## config.mk

```make
export PLATFORM = sky130hd
export DESIGN_NAME = pad_button_latch_autorepeat_unit
export DESIGN_NICKNAME = d
export VERILOG_FILES = /design/src/hw/rtl/pbl_pkg.sv /design/src/hw/rtl/pbl_fifo.sv /design/src/hw/rtl/pbl_front.sv /design/src/hw/rtl/pbl_back.sv /design/src/hw/rtl/pad_button_latch_autorepeat_unit.sv
export SDC_FILE = /design/constraint.sdc
export NUM_CORES = 1
export LEC_CHECK = 0
export BUFFER_PORTS_ARGS = -buffer_cell sky130_fd_sc_hd__buf_2
export CORE_UTILIZATION = 45
export CTS_CLUSTER_SIZE = 12
export DETAILED_ROUTE_END_ITERATION = 7
export SYNTH_ARGS = -nofsm -noshare
export SYNTH_HDL_FRONTEND = slang
export SYNTH_SLANG_ARGS = --single-unit
export TNS_END_PERCENT = 20
```

## constraint.sdc

```tcl
create_clock -name clk -period 10.4 [get_ports clk]
set_clock_uncertainty 0.2 [all_clocks]
set_input_delay 0.52 -clock clk [delete_from_list [all_inputs] [get_ports clk]]
set_output_delay 0.52 -clock clk [all_outputs]
set_load 0.02 [all_outputs]
```

## src/hw/rtl/pbl_pkg.sv

```systemverilog
`timescale 1ns / 1ps
// Shared constants, types and helpers for the pad button latch block.
package pbl_pkg;

	localparam int CNT_BITS   = 16;              // hold counter width
	localparam int NUM_BTN    = 16;
	localparam int NUM_CNT    = 8;               // counted buttons
	localparam int CMP_W      = CNT_BITS + 1;    // width for delay compares
	localparam int BCNT_W     = $clog2(CNT_BITS);
	localparam int OUT_W      = 56;              // 32 + 16 + 1 packed, padded to bytes

	localparam logic [31:0] COUNTED_MASK = 32'hf00f_f00f;
	localparam logic [15:0] EDGE_MASK    = 16'h0ff0;
	localparam logic [15:0] DIR_MASK     = 16'hf000;
	localparam logic [15:0] RESET_COMBO  = 16'h090c;
	localparam logic [4:0]  TIMER_THR    = 5'd4;
	localparam logic [4:0]  TIMER_MAX    = 5'd10;
	localparam logic [8:0]  SEC_EXTRA    = 9'd2;

	// register indexes on the configuration port
	localparam logic [1:0] REG_SPEED  = 2'd0;
	localparam logic [1:0] REG_DELAY  = 2'd1;
	localparam logic [1:0] REG_PERIOD = 2'd2;
	localparam logic [1:0] REG_SECOND = 2'd3;

	// one classified sample passed from front to back
	typedef struct packed {
		logic [15:0] cur;
		logic [15:0] held;
		logic        rst_req;
	} item_t;

	// delay settings handed to the back part
	typedef struct packed {
		logic [3:0] speed;
		logic [7:0] delay;
		logic [7:0] period;
		logic [7:0] second;
	} cfg_t;

	// pad button bit served by hold counter k
	function automatic logic [3:0] btn_of(input logic [2:0] k);
		btn_of = k[2] ? {2'b11, k[1:0]} : {2'b00, k[1:0]};
	endfunction

endpackage

```

## src/hw/rtl/pbl_fifo.sv

```systemverilog
`timescale 1ns / 1ps
// Two-entry queue between the front and back parts.
module pbl_fifo (
	input  logic             clk,
	input  logic             arst_n,
	input  logic             push,
	input  pbl_pkg::item_t   wdata,
	input  logic             pop,
	output pbl_pkg::item_t   rdata,
	output logic             full,
	output logic             empty
);

	pbl_pkg::item_t mem_q [2];
	logic           wptr_q;
	logic           rptr_q;
	logic [1:0]     cnt_q;

	assign full  = (cnt_q == 2'd2);
	assign empty = (cnt_q == 2'd0);
	assign rdata = mem_q[rptr_q];

	// store on push
	always_ff @(posedge clk) begin
		if (push) begin
			mem_q[wptr_q] <= wdata;
		end
	end

	// advance pointers and fill count
	always_ff @(posedge clk or negedge arst_n) begin
		if (!arst_n) begin
			wptr_q <= 1'b0;
			rptr_q <= 1'b0;
			cnt_q  <= 2'd0;
		end else begin
			if (push) begin
				wptr_q <= ~wptr_q;
			end
			if (pop) begin
				rptr_q <= ~rptr_q;
			end
			case ({push, pop})
				2'b10:   cnt_q <= cnt_q + 2'd1;
				2'b01:   cnt_q <= cnt_q - 2'd1;
				default: cnt_q <= cnt_q;
			endcase
		end
	end

endmodule

```

## src/hw/rtl/pbl_front.sv

```systemverilog
`timescale 1ns / 1ps
// Front part: button latch, activation timer and press edge detection.
module pbl_front (
	input  logic             clk,
	input  logic             arst_n,
	input  logic             take,
	input  logic [15:0]      pad,
	input  logic [3:0]       speed,
	output pbl_pkg::item_t   item
);

	logic [15:0] latch_q;
	logic [4:0]  timer_q;
	logic [15:0] prev_q;

	logic [15:0] cur;
	logic [15:0] latch_d;
	logic [4:0]  timer_d;
	logic [4:0]  timer_a;
	logic [15:0] pick;

	// latch and pick the button seen this frame
	always_comb begin
		cur     = pad;
		latch_d = latch_q;
		timer_d = timer_q;
		timer_a = timer_q;
		pick    = pad;
		if ((pad & latch_q) != 16'd0) begin
			cur = pad & latch_q;
		end else if (pad == 16'd0) begin
			latch_d = 16'd0;
			timer_d = timer_q + {1'b0, speed};
		end else begin
			if (timer_q < pbl_pkg::TIMER_THR && (pad & pbl_pkg::DIR_MASK) != 16'd0) begin
				pick    = pad & pbl_pkg::DIR_MASK;
				timer_a = pbl_pkg::TIMER_MAX;
			end
			if (timer_a >= pbl_pkg::TIMER_THR) begin
				timer_d = 5'd0;
				cur     = pick & (~pick + 16'd1);
				latch_d = cur;
			end else begin
				timer_d = timer_a;
				cur     = 16'd0;
				latch_d = 16'd0;
			end
		end
		if (timer_d >= pbl_pkg::TIMER_MAX) begin
			timer_d = pbl_pkg::TIMER_MAX;
		end
	end

	assign item.cur     = cur;
	assign item.held    = cur & ~prev_q & pbl_pkg::EDGE_MASK;
	assign item.rst_req = (pad == pbl_pkg::RESET_COMBO);

	// update state on each transaction
	always_ff @(posedge clk or negedge arst_n) begin
		if (!arst_n) begin
			latch_q <= 16'd0;
			timer_q <= 5'd0;
			prev_q  <= 16'd0;
		end else if (take) begin
			latch_q <= latch_d;
			timer_q <= timer_d;
			prev_q  <= cur;
		end
	end

endmodule

```

## src/hw/rtl/pbl_back.sv

```systemverilog
`timescale 1ns / 1ps
// Back part: scaled delays, serial walk over the hold counters, result assembly.
module pbl_back (
	input  logic                       clk,
	input  logic                       arst_n,
	input  logic                       empty,
	input  pbl_pkg::item_t             item,
	input  pbl_pkg::cfg_t              cfg,
	output logic                       pop,
	output logic                       out_valid,
	input  logic                       out_ready,
	output logic [pbl_pkg::OUT_W-1:0]  out_data
);

	typedef enum logic [2:0] {ST_IDLE, ST_DIV, ST_LOAD, ST_MOD, ST_EVAL, ST_OUT} state_t;

	state_t                          state_q;
	pbl_pkg::item_t                  item_q;
	logic [2:0]                      step_q;
	logic [7:0]                      dd_q, dp_q, ds_q;   // dividends, shifted out msb first
	logic [3:0]                      rd_q, rp_q, rs_q;   // division remainders
	logic [7:0]                      dly_q;
	logic [7:0]                      per_q;
	logic [8:0]                      sec_q;
	logic [2:0]                      k_q;
	logic [pbl_pkg::CNT_BITS-1:0]    cnt_q [pbl_pkg::NUM_CNT];
	logic [pbl_pkg::CNT_BITS-1:0]    n_q;
	logic [pbl_pkg::CNT_BITS-1:0]    nsh_q;
	logic [pbl_pkg::BCNT_W-1:0]      bcnt_q;
	logic [7:0]                      mp_q;
	logic [8:0]                      ms_q;
	logic [7:0]                      prim_q, sec8_q, long_q;

	// one restoring step for each of the three delay divisions
	logic [4:0] td, tp, ts;
	logic       qd, qp, qs;
	logic [4:0] spd5;
	always_comb begin
		spd5 = {1'b0, cfg.speed};
		td   = {rd_q, dd_q[7]};
		tp   = {rp_q, dp_q[7]};
		ts   = {rs_q, ds_q[7]};
		qd   = (td >= spd5);
		qp   = (tp >= spd5);
		qs   = (ts >= spd5);
	end

	// one remainder step for both repeat periods
	logic [8:0] up, up_s;
	logic [9:0] us, us_s;
	always_comb begin
		up   = {mp_q, nsh_q[pbl_pkg::CNT_BITS-1]};
		us   = {ms_q, nsh_q[pbl_pkg::CNT_BITS-1]};
		up_s = (up >= {1'b0, per_q}) ? up - {1'b0, per_q} : up;
		us_s = (us >= {1'b0, sec_q}) ? us - {1'b0, sec_q} : us;
	end

	// classify the counter just worked through
	logic [3:0]                  btn;
	logic                        cur_b;
	logic [pbl_pkg::CMP_W-1:0]   n_w;
	logic                        ge, lt2, in_band, p_bit, s_bit;
	always_comb begin
		btn     = pbl_pkg::btn_of(k_q);
		cur_b   = item_q.cur[btn];
		n_w     = pbl_pkg::CMP_W'(n_q);
		ge      = (n_w >= pbl_pkg::CMP_W'(dly_q));
		lt2     = (n_w < pbl_pkg::CMP_W'(2));
		in_band = !lt2 && (n_w < pbl_pkg::CMP_W'({dly_q, 1'b0}));
		p_bit   = cur_b && (ge ? (mp_q == 8'd0) : lt2);
		s_bit   = cur_b && (ge ? (ms_q == 9'd0 && !in_band) : lt2);
	end

	// assemble the result from the per-counter bits
	logic [31:0] act;
	logic [15:0] rep;
	always_comb begin
		act = {long_q[7:4], 8'd0, long_q[3:0], prim_q[7:4], 8'd0, prim_q[3:0]};
		act = (act & pbl_pkg::COUNTED_MASK) | {16'd0, item_q.held};
		rep = {sec8_q[7:4], 8'd0, sec8_q[3:0]} | item_q.held;
	end

	logic [pbl_pkg::OUT_W-1:0] out_d;
	assign out_d = {7'd0, item_q.rst_req, rep, act};

	assign pop       = (state_q == ST_IDLE) && !empty;
	assign out_valid = (state_q == ST_OUT);
	assign out_data  = out_d;

	// sequencer with its registers
	always_ff @(posedge clk or negedge arst_n) begin
		if (!arst_n) begin
			state_q <= ST_IDLE;
			step_q  <= 3'd0;
			k_q     <= 3'd0;
			bcnt_q  <= '0;
			for (int i = 0; i < pbl_pkg::NUM_CNT; i++) begin
				cnt_q[i] <= '0;
			end
		end else begin
			unique case (state_q)
				ST_IDLE: begin
					if (!empty) begin
						item_q  <= item;
						dd_q    <= cfg.delay;
						dp_q    <= cfg.period;
						ds_q    <= cfg.second;
						rd_q    <= 4'd0;
						rp_q    <= 4'd0;
						rs_q    <= 4'd0;
						step_q  <= 3'd0;
						state_q <= ST_DIV;
					end
				end
				ST_DIV: begin
					rd_q   <= qd ? 4'(td - spd5) : td[3:0];
					rp_q   <= qp ? 4'(tp - spd5) : tp[3:0];
					rs_q   <= qs ? 4'(ts - spd5) : ts[3:0];
					dd_q   <= {dd_q[6:0], qd};
					dp_q   <= {dp_q[6:0], qp};
					ds_q   <= {ds_q[6:0], qs};
					step_q <= step_q + 3'd1;
					if (step_q == 3'd7) begin
						dly_q   <= {dd_q[6:0], qd};
						per_q   <= ({dp_q[6:0], qp} == 8'd0) ? 8'd1 : {dp_q[6:0], qp};
						sec_q   <= {1'b0, ds_q[6:0], qs} + pbl_pkg::SEC_EXTRA;
						k_q     <= 3'd0;
						prim_q  <= 8'd0;
						sec8_q  <= 8'd0;
						long_q  <= 8'd0;
						state_q <= ST_LOAD;
					end
				end
				ST_LOAD: begin
					if (cur_b) begin
						cnt_q[k_q] <= cnt_q[k_q] + 1'b1;
						n_q        <= cnt_q[k_q] + 1'b1;
						nsh_q      <= cnt_q[k_q] + 1'b1;
					end else begin
						cnt_q[k_q] <= '0;
						n_q        <= '0;
						nsh_q      <= '0;
					end
					mp_q    <= 8'd0;
					ms_q    <= 9'd0;
					bcnt_q  <= '0;
					state_q <= ST_MOD;
				end
				ST_MOD: begin
					mp_q   <= up_s[7:0];
					ms_q   <= us_s[8:0];
					nsh_q  <= nsh_q << 1;
					bcnt_q <= bcnt_q + 1'b1;
					if (bcnt_q == pbl_pkg::BCNT_W'(pbl_pkg::CNT_BITS - 1)) begin
						state_q <= ST_EVAL;
					end
				end
				ST_EVAL: begin
					prim_q[k_q] <= p_bit;
					sec8_q[k_q] <= s_bit;
					long_q[k_q] <= ge;
					k_q         <= k_q + 3'd1;
					state_q     <= (k_q == 3'd7) ? ST_OUT : ST_LOAD;
				end
				ST_OUT: begin
					if (out_ready) begin
						state_q <= ST_IDLE;
					end
				end
				default: state_q <= ST_IDLE;
			endcase
		end
	end

endmodule

```

## src/hw/rtl/pad_button_latch_autorepeat_unit.sv

```systemverilog
`timescale 1ns / 1ps
// Top level: stream ports, configuration registers, front, queue and back.
// Sequence: a result becomes valid after the queue pop, the serial divider and, for each
//   hold counter, the load, remainder and evaluation states of the back part.
// Flow: the back takes a new sample only once its result is accepted; the queue holds two samples ahead.
// Reset: arst_n clears latch, timer, edge mask, hold counters, queue and sequencer;
//   the registers return to speed 1, delay 16, periods 4 and 4.
module pad_button_latch_autorepeat_unit (
	input  logic                       clk,
	input  logic                       arst_n,
	input  logic                       s_tvalid,
	output logic                       s_tready,
	input  logic [15:0]                s_tdata,   // pad_buttons[15:0]
	output logic                       m_tvalid,
	input  logic                       m_tready,
	output logic [pbl_pkg::OUT_W-1:0]  m_tdata,   // active_mask[31:0], repeat_mask[47:32], reset_request[48]
	input  logic                       psel,
	input  logic                       penable,
	input  logic                       pwrite,
	input  logic [3:0]                 paddr,
	input  logic [31:0]                pwdata,
	output logic [31:0]                prdata,
	output logic                       pready
);

	logic [3:0] speed_q;
	logic [7:0] delay_q;
	logic [7:0] period_q;
	logic [7:0] second_q;

	pbl_pkg::item_t fr_item, q_item;
	pbl_pkg::cfg_t  cfg;
	logic           push, pop, full, empty;

	assign pready = 1'b1;

	// configuration writes
	always_ff @(posedge clk or negedge arst_n) begin
		if (!arst_n) begin
			speed_q  <= 4'd1;
			delay_q  <= 8'd16;
			period_q <= 8'd4;
			second_q <= 8'd4;
		end else if (psel && penable && pwrite) begin
			unique case (paddr[3:2])
				pbl_pkg::REG_SPEED:  speed_q  <= pwdata[3:0];
				pbl_pkg::REG_DELAY:  delay_q  <= pwdata[7:0];
				pbl_pkg::REG_PERIOD: period_q <= pwdata[7:0];
				pbl_pkg::REG_SECOND: second_q <= pwdata[7:0];
				default:             speed_q  <= speed_q;
			endcase
		end
	end

	// register read back
	always_comb begin
		unique case (paddr[3:2])
			pbl_pkg::REG_SPEED:  prdata = {28'd0, speed_q};
			pbl_pkg::REG_DELAY:  prdata = {24'd0, delay_q};
			pbl_pkg::REG_PERIOD: prdata = {24'd0, period_q};
			pbl_pkg::REG_SECOND: prdata = {24'd0, second_q};
			default:             prdata = 32'd0;
		endcase
	end

	// speed zero counts as one
	assign cfg.speed  = (speed_q == 4'd0) ? 4'd1 : speed_q;
	assign cfg.delay  = delay_q;
	assign cfg.period = period_q;
	assign cfg.second = second_q;

	assign s_tready = !full;
	assign push     = s_tvalid && !full;

	pbl_front u_front (
		.clk    (clk),
		.arst_n (arst_n),
		.take   (push),
		.pad    (s_tdata),
		.speed  (cfg.speed),
		.item   (fr_item)
	);

	pbl_fifo u_fifo (
		.clk    (clk),
		.arst_n (arst_n),
		.push   (push),
		.wdata  (fr_item),
		.pop    (pop),
		.rdata  (q_item),
		.full   (full),
		.empty  (empty)
	);

	pbl_back u_back (
		.clk       (clk),
		.arst_n    (arst_n),
		.empty     (empty),
		.item      (q_item),
		.cfg       (cfg),
		.pop       (pop),
		.out_valid (m_tvalid),
		.out_ready (m_tready),
		.out_data  (m_tdata)
	);

	// a pop only takes a stored entry
	a_pop_nonempty: assert property (@(posedge clk) disable iff (!arst_n) pop |-> !empty)
		else $error("queue popped while empty");

	// no result is offered in the cycle after a new sample is taken up
	a_pop_busy: assert property (@(posedge clk) disable iff (!arst_n) pop |=> !m_tvalid)
		else $error("result offered right after pop");

	// a result is never offered while the back part is taking a sample
	a_out_no_pop: assert property (@(posedge clk) disable iff (!arst_n) m_tvalid |-> !pop)
		else $error("pop while a result waits");

endmodule

```

* Word-level counts from Yosys, hierarchy flattened
Memories as Yosys holds them, arrays and structs flattened. A register that Yosys moved wholly into a read port is not among the register bits.
Cells that the tools add are included.
** Storage, ports and cells
- Bits in registers :: 356
- Memories :: 1
- Bits in writable memories :: 50
** Memories
- u_fifo.mem_q :: depth 2, bits a word 25, read ports 1, clocked after Yosys merged registers in 1, wr ports 1, line pbl_fifo.sv:14 : pbl_pkg::item_t mem_q [2];
** Operators by class
- $add $sub $neg :: 14
- Reduce and logical (&&, ||, !) cells :: 43
- Eq/ne operators :: 19
- Multiplexer cells :: 70
- Bitwise logic cells :: 14
- Magnitude comparators :: 16
** Operator list (count)
- 16-bit two-way mux :: 10
- 128-bit bitwise AND :: 1
- 128-bit bitwise mux :: 1
- 128-bit two-way mux :: 1
- 128-bit NOT :: 1
- 32-bit one-hot mux with 4 select lines :: 1
- 8-bit one-hot mux with 2 select lines :: 7
- 16-bit binary-select mux with 3-bit select :: 1
- 16-bit demux with 3-bit select :: 1
- 8-bit two-way mux :: 5
- 5-bit two-way mux :: 7
- 16-bit by 1-bit adder with 16-bit output, second input constant :: 2
- 16-bit bitwise AND :: 2
- 32-bit by 16-bit OR with 32-bit output :: 1
- 16-bit one-hot mux with 2 select lines :: 1
- 4-bit one-hot mux with 2 select lines :: 4
- 16-bit nonzero test :: 2
- 8-bit bitwise mux :: 3
- 4-bit two-way mux :: 6
- 3-bit two-way mux :: 7
- 3-bit one-hot mux with 6 select lines :: 1
- 9-bit one-hot mux with 2 select lines :: 1
- 2-bit AND reduction :: 9
- 16-bit by 12-bit == test with 1-bit output, second input constant :: 1
- 55 further kinds :: 100

* Logic depth before layout (Yosys ltp)
Gate-level depths: netlist of run 1.
- Depth in word-level cells :: 12
- Depth in mapped cells :: 15
- Depth with buffers taken out :: 11

* Modules after synthesis
From an unflattened synthesis of run 1, not the netlist that was laid out.
** Second synthesis, totals
- Cells, all modules :: 1878
- Area total of the unflattened synthesis :: 21503.1 um2
** Modules (own cells, without submodules)
- pbl_back :: seq. area each 8303.0 um2, area each 15304.7 um2, times used 1, cells an instance 1415
- pbl_fifo :: seq. area each 2082.0 um2, area each 2717.6 um2, times used 1, cells an instance 119
- pbl_front :: seq. area each 725.7 um2, area each 1905.6 um2, times used 1, cells an instance 233
- pad_button_latch_autorepeat_unit :: seq. area each 705.7 um2, area each 1575.3 um2, times used 1, cells an instance 111

* Least setup slack after synthesis of run 1
No wires, ideal clock.
- Path type :: flip-flop to flip-flop
- Start point :: reg u_back.state_q[0]
- End point :: reg u_back.dd_q[0], enable pin
- Setup time :: 429 ps
- Data arrival time :: 2919 ps
- Stages on the path, launching flop included :: 6
- Required time :: 9771 ps
- Path slack :: 6852 ps
- Buffers on the path :: 1
- Period minus slack after synthesis :: 3548 ps
- Cells stage by stage :: dfrtp_1 -> clkbuf_1 -> clkinv_1 -> nor3_1 -> nor2_1 -> nor2_1
** On the way
- Word-level cells in the longest chain between the ends :: 3
** Ends and longest elaborated chain
- start, declared :: line pbl_back.sv:17 : state_t state_q;
- start signal, assigned :: line pbl_back.sv:163 : state_q <= (k_q == 3'd7) ? ST_OUT : ST_LOAD;
- 3-bit zero test / 3-bit by 1-bit == test with 1-bit output (equally long branches) :: line pbl_back.sv:101 : unique case (state_q)
- 2-bit != test (no source line) / 2-bit nonzero test (equally long branches)
- 3-bit AND reduction (no source line) *
- end signal, assigned :: line pbl_back.sv:105 : dd_q <= cfg.delay;
- end signal, assigned :: line pbl_back.sv:119 : dd_q <= {dd_q[6:0], qd};
- end, declared :: line pbl_back.sv:20 : logic [7:0] dd_q, dp_q, ds_q;
Every way passes the cells marked *; elsewhere a longest branch is shown, timed or not.
A chain may end at the register's enable or synchronous reset.

* Worst setup path after layout of run 1
- Start point :: reg u_back.k_q[2]
- End point :: reg u_back.nsh_q[10] (netlist name), data pin
** On the way
- Word-level cells in the longest chain between the ends :: 7
** Ends and longest elaborated chain
- start, declared :: line pbl_back.sv:25 : logic [2:0] k_q;
- start signal, assigned :: line pbl_back.sv:162 : k_q <= k_q + 3'd1;
- 3-bit NOT with 4-bit output (not written as such) :: line pbl_back.sv:138 : nsh_q <= cnt_q[k_q] + 1'b1;
- 16-bit binary-select mux with 3-bit select :: line pbl_back.sv:138
- 16-bit two-way mux (not written as such) (2 in a row) :: line pbl_back.sv:138
- 16-bit by 1-bit adder with 16-bit output :: line pbl_back.sv:138
- 16-bit two-way mux * :: line pbl_back.sv:135 : if (cur_b) begin
- 16-bit one-hot mux with 2 select lines * :: line pbl_back.sv:101
- end signal, assigned :: line pbl_back.sv:138
- end signal, assigned :: line pbl_back.sv:152 : nsh_q <= nsh_q << 1;
- end, declared :: line pbl_back.sv:28 : logic [pbl_pkg::CNT_BITS-1:0] nsh_q;
Every way passes the cells marked *; elsewhere a longest branch is shown, timed or not. The select of a mux whose other input is x is not followed.

==> impl_metrics.toml, run 1 <==
[setup_path]
cp_slowest_stage_delay_ps = 710
critPathSlowestCell = "dfrtp_2"
cpMostUsedCell = "inv_1"
arrival_ps = 4410
startpoint_type = "flip-flop"
path_buf_inv = 4
cp_cell_sequence = "buf_4 -> clkinv_1 -> a221oi_1 -> o21ba_2 -> inv_1 -> ha_1 -> inv_1 -> a41oi_2 -> nand3_4 -> nor3_1 -> o21ai_1 -> a21oi_1"
critical_path_class = "reg -> reg"
cp.required_ps = 10490
endpoint_kind = "flip-flop"
crit_family = "compound AO/OA/AOI/OAI gates"
cp_max_fo = 40

[final_layout]
drive_above_1_share_pct = 16.5
instances_no_fill = 2440
antennaDiodeCount = 0
final_cell_mix = "nand2_1 (297), dfrtp_1 (196), edfxtp_1 (185)"
area_delta_synth_final_pct = 11.2
design_area_sq_um = 21700
fin_util_pct = 51.2
final_nets = 1949
final_common_cell = "nand2_1"

[sta]
min_period_ps = 4330
rsz0062_at_grt = "no"
finalCritPeriodShare_pct = 41.6
relSlewSlack_pct = 18.8
setup_viol = 0
maxSlewViolCount = 0
fmax_ghz = 0.231
tightest_slew_ps = 1210
holdWs_ps = 38.2
fin_ws_ps = 6070
final_hold_viol_count = 0
fin_tns_setup_ps = 0

[logic_synthesis]
synth_compound_area_share_pct = 11.7
synth_edf_count = 185
ys_ff_latch = 387
yosysSeqAreaShare_pct = 54.5
synth_top_family_by_area = "simple AND/OR/NAND/NOR gates"
synthDistinctLibCells = 87
yosys_warnings = 0
yosys.area_share.simple_pct = 14.4
yosys_most_used_dff = "dfrtp_1"
synth_fa_ha_area_share_pct = 4.21
synth_cells = 1776
syn_avg_cell_area_sq_um = 11.0
synthArstFlopShare_pct = 52.2
synth_xor_area_share_pct = 1.25
netlist_area_sq_um = 19500
synth_mux_area_share_pct = 8.40

[detailed_routing]
first_iter_violations = 868
wirelength_mm = 45.0
vias_per_cell = 5.49
drc_errors = 0
drtPass1Iterations = 5
wl_per_cell_um = 18.4
ant_nets = 0
vias = 13400

[global_routing]
antenna_found_initial = 1
grt_pass1_wl_mm = 72.4
overflow = 0
grt_max_degree = 76
track_usage_pct = 20.8
first_global_vias = 13200

[cts]
cts_buffers = 44
cts-root-buf = "clkbuf_16"
cts_setup_buffers = 0
clockBufferDepth = 3
clk_pin_slew_worst_paths_ps = 60
clk_latency_ps = 570
htreeDepth = 2
cts_tree = "done"
cts_resized = 0
clkSinkCount = 387

[floorplanning]
dieArea_sq_um = 44100
die_height_um = 210
ios = 150
start_util_pct = 46.0
die_w_um = 210
row_count = 75
core_sq_um = 42300

[placement]
place_area_sq_um = 20100
gp_congestion = 0.882
port_buffers = 83
dp.cells = 2348
dpl.hpwl_mm = 29.8
dp_slack_ps = 6070

[power]
power_leakage_nw = 9.03
max-vdd-ir-drop_v = 0.000195
total_power_mw = 3.91
p_per_area_nw_per_um2 = 181

[job]
maxCapViolations = 0

[run_status]
outcome = "finished clean"

[worst_hold_path]
min_path_type = "in -> reg"
worst paths after layout:
check	endpoint	from	cells after the start	slack, ps
min in group asynchronous	u_back.cnt_q[12]	arst_n	2	350
hold reg to reg	u_back.dly_q[1]	u_back.dd_q[0]	0	250
setup reg to reg	u_back.nsh_q[10]	u_back.k_q[2]	12	6070
setup / recovery	u_back.nsh_q[10]	u_back.k_q[2]	12	6070
max in group asynchronous	u_back.k_q[1]	arst_n	3	8160
hold / removal	u_front.latch_q[10]	s_tdata[10]	3	40
registers in the layout, indices dropped and copies added, names as in the netlist, 9 cells and up:
register / flops
u_back.cnt_q: 128
u_back.item_q: 16
u_back.ms_q: 9
u_back.n_q: 16
u_back.nsh_q: 16
u_back.sec_q: 9
u_fifo.mem_q: 34
u_front.latch_q: 16
area by class of cell:
| class | count | area (sq um) |
|---|---|---|
| timing repair buffer | 112 | 669 |
| tap | 577 | 722 |
| multi-input combinational | 1217 | 7960 |
| fill | 3779 | 20700 |
| clock inverter | 15 | 169 |
| clock buffer | 66 | 1270 |
| sequential | 387 | 10600 |
| inverter | 66 | 248 |
what timing repair did:
action | in CTS | in global routing
hold buffers | 11 | 0
setup endpoints to repair | 0 | 0
endpoints found under the hold margin | 89 | 0
kinds of logic (layout without fill, tap and decap cells):
family                     count (synthesis)  after routing
and+or+nand+nor                          614            614
muxes                                    129            129
DFF                                      387            387
xor gates and xnor gates                  26             26
buffers and inverters                    210            259
AOI/OAI and AO/OA                        346            346
other                                      2             40
adders and majority gates                 62             62
cells in the mapped netlist (all sizes together) (27+ instances only):
cell	count	area (sq um)
ha	56	701
clkbuf	69	259
edfxtp	185	5560
nor2	119	449
o31ai	41	308
o21ai	133	666
mux2	85	957
nor3	27	140
dfrtp	198	4950
inv	64	240
a22o	29	254
a21oi	46	241
buf	75	563
nand2	297	1110
nand3	52	278
tightest hold or removal path, stage by stage:
cell and delay (ps):
buf_2 130, nand4_1 70, nand2_1 50
routing by layer:
layer / part of all wire (%) / global-route usage [%] / up-vias
met4: 2.0 / 5.66 / 2
met2: 47 / 33.8 / 278
met5: 0.029 / 0 / -
li1: - / - / 6413
met3: 4.6 / 3.44 / 63
met1: 46 / 28.8 / 6637
report_power, final:
group / internal (mW) / switching (mW)
clock network: 0.924 / 0.625
registers: 1.74 / 0.0686
logic: 0.224 / 0.332
total: 2.89 / 1.03
(Power assumes the default switching activity.)
==> run 2: changes to the inputs <==
clock period = 4.41 ns   (was 10.4 ns; I/O delays follow)
==> impl_metrics.toml, run 2 (synthesized netlist as in run 1, its figures left out) <==
[power]
clockPowerShare_pct = 38.4
max-vdd-ir-drop_v = 0.000358
p_per_area_nw_per_um2 = 412
power_leakage_nw = 9.18
p_comb_share_pct = 14.7
switching_share_pct = 26.4
intPower_mw = 6.69
p_sw_mw = 2.40
power_frac_seq_pct = 46.9

[sta]
min_period_ps = 3890
fmax_ghz = 0.257
tightest_slew_ps = 1200
maxSlewViolCount = 0
relSlewSlack_pct = 19.3
setup_viol = 0
final_hold_viol_count = 0
finalCritPeriodShare_pct = 88.3
fin_tns_setup_ps = 0
holdWs_ps = 70.3
rsz0062_at_grt = "no"

[detailed_routing]
wl_per_cell_um = 18.3
drc_errors = 0
first_iter_violations = 783
ant_nets = 0
wirelength_mm = 45.4
wl_met3_mm = 1.91
highest_layer = "met4"
vias = 13600
vias_per_cell = 5.46
drtPass1Iterations = 5
wl_met2_mm = 21.7
drt-met1-wl_mm = 20.9

[setup_path]
cp.required_ps = 4720
endpoint_kind = "flip-flop"
arrival_ps = 4200
reg2reg_slack_ps = 520
cp_max_fo = 22
critPathSlowestCell = "nor4_1"
cp_cell_sequence = "a22oi_1 -> nand2_1 -> nor4_1 -> nand3_1 -> nor4_1 -> a22o_1 -> dlygate4sd3_1"
crit_family = "simple AND/OR/NAND/NOR gates"
cp_slowest_stage_delay_ps = 910
startpoint_type = "flip-flop"
path_buf_inv = 1
critical_path_class = "reg -> reg"
cpMostUsedCell = "nor4_1"

[global_routing]
track_usage_pct = 20.8
grt_max_degree = 125
grt_pass1_wl_mm = 72.7
first_global_vias = 13500
antenna_found_initial = 0
overflow = 0

[cts]
clkSinkCount = 387
cts_tree = "done"
clk_pin_slew_worst_paths_ps = 60
clockBufferDepth = 3
cts-root-buf = "clkbuf_16"
cts_buffers = 43
htreeDepth = 2
clk_latency_ps = 570

[worst_hold_path]
min_path_type = "in -> reg"

[final_layout]
fill_cells = 3791
top_regs = "u_back.cnt_q x128, u_fifo.mem_q x34"
final_common_cell = "nand2_1"
drive_above_1_share_pct = 16.8
instances_no_fill = 2487
area_delta_synth_final_pct = 13.3
final_cell_mix = "nand2_1 (297), dfrtp_1 (196), edfxtp_1 (185)"
regMostFlops = "u_back.cnt_q"
fin_util_pct = 52.1
design_area_sq_um = 22100
final_nets = 1997
antennaDiodeCount = 0
largest_reg_flops = 128

[floorplanning]
core_sq_um = 42300
dieArea_sq_um = 44100
die_height_um = 210
ios = 150
start_util_pct = 46.0
die_w_um = 210
row_count = 75

[placement]
gp_congestion = 0.878
dpl.hpwl_mm = 30.5
place_area_sq_um = 20300
dp.cells = 2368
port_buffers = 83

[run_status]
outcome = "finished clean"

[job]
maxCapViolations = 0
[run 2: cell count changes in the layout (fill, tap and decap cells not counted), sizes merged]
cell,previous run,this run
buf,100,120
clkbuf,67,64
clkinvlp,0,1
dlygate4sd3,11,40
[run 2: final timing paths]
| path | start | endpoint | cells past startpoint |
|---|---|---|---|
| worst min register to register | u_back.dd_q[6] | u_back.dly_q[7] | 0 |
| min in group asynchronous | arst_n | u_back.cnt_q[43] | 2 |
| max in group asynchronous | arst_n | u_back.cnt_q[71] | 3 |
| worst max-delay path | u_front.latch_q[10] | u_front.latch_q[14] | 7 |
| worst max register to register | u_front.latch_q[10] | u_front.latch_q[14] | 7 |
| worst min-delay path | paddr[3] | speed_q[3] | 3 |
[run 2: layout make-up]
type	instances	area, sq um	area share, %
clock inverters	16	195	0.885
well taps	577	722	3.27
repair buffers	161	1150	5.20
multi-input cells	1217	7960	36.1
flip-flops and latches	387	10600	48.1
inverters	66	248	1.12
clock buffers	63	1170	5.31
[run 2: per-stage QoR]
step / power, mW / setup WS [ps]
after floorplan: 5.28 / 862
after global placement: 5.60 / 643
after detailed placement: 5.64 / 607
after CTS: 9.18 / 543
after global routing: 9.50 / 220
final: 9.09 / 518
[run 2: repair_timing]
action | CTS | global route
hold buffers | 40 | 0
setup endpoints to repair | 0 | 0
setup buffers | 0 | 0
resized for setup | 0 | 0
hold endpoints to repair | 162 | 0
[run 2: power by group through the flow]
stage	registers, mW	logic, mW	clock network [mW]
4_1_cts	4.26	1.35	3.57
3_3_place_gp	4.32	1.28	0
3_5_place_dp	4.33	1.31	0
5_1_grt	4.29	1.51	3.70
6_report	4.26	1.34	3.49
2_1_floorplan	4.27	1.01	0
[run 2: metal layers]
layer,vias to the layer above,global-route usage [%]
met5,-,0
met4,0,5.91
met3,64,2.96
met2,277,34.3
met1,6738,28.8
li1,6500,-
[run 2: worst register-to-register path, stage by stage, from the launching register on]
cell and delay [ps]:
dfrtp_1 410, a22oi_1 220, nand2_1 90, nor4_1 910, nand3_1 870, nor4_1 420, a22o_1 170, dlygate4sd3_1 550
==> run 3: changes to the inputs <==
PLACE_DENSITY = 0.73   (was unset)
clock period = 3.71 ns   (was 4.41 ns; I/O delays follow)
==> impl_metrics.toml, run 3 (synthesized netlist as in run 1, its figures left out) <==
[run_status]
failed_checks = "negative hold slack"
outcome = "complete, but fails checks"

[power]
p_per_area_nw_per_um2 = 486
power_leakage_nw = 9.30
total_power_mw = 10.8
max-vdd-ir-drop_v = 0.000419

[final_layout]
final_nets = 2020
final_common_cell = "nand2_1"
fin_util_pct = 52.5
largest_reg_flops = 128
drive_above_1_share_pct = 18.0
fill_cells = 3632
area_delta_synth_final_pct = 14.1
top_regs = "u_back.cnt_q x128, u_fifo.mem_q x34"
instances_no_fill = 2510
regMostFlops = "u_back.cnt_q"
final_cell_mix = "nand2_1 (297), dfrtp_1 (196), edfxtp_1 (185)"
antennaDiodeCount = 0

[setup_path]
endpoint_kind = "flip-flop"
startpoint_type = "flip-flop"
arrival_ps = 3820
cp.required_ps = 4010
critical_path_class = "reg -> reg"
cp_max_fo = 14

[global_routing]
antenna_found_initial = 0
track_usage_pct = 20.7
first_global_vias = 13900
overflow = 0
grt_pass1_wl_mm = 73.1
grt_max_degree = 80

[sta]
tightest_slew_ps = 979
rsz0062_at_grt = "no"
setup_viol = 0
holdWs_ps = -31.2
maxSlewViolCount = 0
relSlewSlack_pct = 34.1
fin_tns_setup_ps = 0
fmax_ghz = 0.285
final_hold_viol_count = 21
min_period_ps = 3510
finalCritPeriodShare_pct = 94.7

[worst_hold_path]
min_path_type = "in -> async"

[detailed_routing]
drtPass1Iterations = 5
first_iter_violations = 1019
wl_per_cell_um = 18.1
ant_nets = 0
wirelength_mm = 45.5
drc_errors = 0
vias_per_cell = 5.61
vias = 14100

[floorplanning]
start_util_pct = 46.0
ios = 150
core_sq_um = 42300
dieArea_sq_um = 44100
die_height_um = 210
die_w_um = 210
row_count = 75

[cts]
clkSinkCount = 387
clk_pin_slew_worst_paths_ps = 60
clockBufferDepth = 3
cts_buffers = 43
clk_latency_ps = 570
cts_tree = "done"
cts-root-buf = "clkbuf_16"
htreeDepth = 2

[job]
maxCapViolations = 0

[placement]
gp_congestion = 0.899
dpl.hpwl_mm = 31.1
dp.cells = 2391
port_buffers = 83
==> run 3: cell count changes in the layout (fill, tap and decap cells not counted), sizes merged <==
cell,change
buf,+23
clkinv,+6
bufinv,-2
clkbuf,-2
clkinvlp,-1
inv,-1
==> run 3: what timing repair did <==
| item | in CTS | in global routing |
|---|---|---|
| endpoints found under the hold margin | 144 | 0 |
| endpoints found under the setup margin | 0 | 1 |
| gates resized for setup | 0 | 1 |
| hold buffers | 40 | 0 |
| setup buffers | 0 | 0 |
==> run 3: per-stage QoR <==
step	setup WS (ps)	hold slack, ps	area, sq um
floorplan	162	-310	19600
global placement	352	7.33	20500
detailed placement	305	12.8	20500
CTS	261	0.0475	22200
global route	38.8	36.0	22200
finish	196	-31.2	22200
==> run 3: worst max-delay path, stage by stage, from the launching register on <==
cell and delay (ps):
dfrtp_1 400, a22oi_1 210, nand2_1 90, or4_1 820, nor2_1 710, nand2_1 110, o41ai_1 290, dlygate4sd3_1 600
==> run 3: report_power, final <==
group          internal [mW]  switching, mW  leakage [nW]  total (mW)
combinational          0.664          0.957          4.20        1.62
sequential              4.88          0.181          4.42        5.06
clock                   2.38           1.74         0.673        4.12
total                   7.92           2.88          9.30        10.8
==> run 3: per-layer routing <==
layer / part of all wire (%) / vias to the layer above / GRT usage (%)
li1: - / 6554 / -
met2: 48 / 452 / 33.9
met5: 0 / - / 0
met4: 2.7 / 0 / 7.05
met1: 43 / 6976 / 28.1
met3: 5.6 / 94 / 3.23
==> run 3: layout make-up <==
type,count,area (sq um),share of cell area (%)
Clock buffer,61,1230,5.52
Clock inverter,18,135,0.608
Inverter,66,248,1.11
Multi-Input combinational cell,1217,7960,35.8
Sequential cell,387,10600,47.8
Tap cell,577,722,3.25
Timing Repair Buffer,184,1310,5.88
==> run 3: path summary, 6_finish.rpt <==
kind,startpoint,endpoint,slack [ps],cells past startpoint
max,u_front.latch_q[10],u_front.latch_q[5],200,7
max in group asynchronous,arst_n,u_back.k_q[1],1940,3
min in group clk,paddr[3],speed_q[2],30,3
min reg2reg,u_back.dd_q[4],u_back.dly_q[5],250,0
max reg2reg,u_front.latch_q[10],u_front.latch_q[5],200,7
min,arst_n,u_back.k_q[0],-30,2
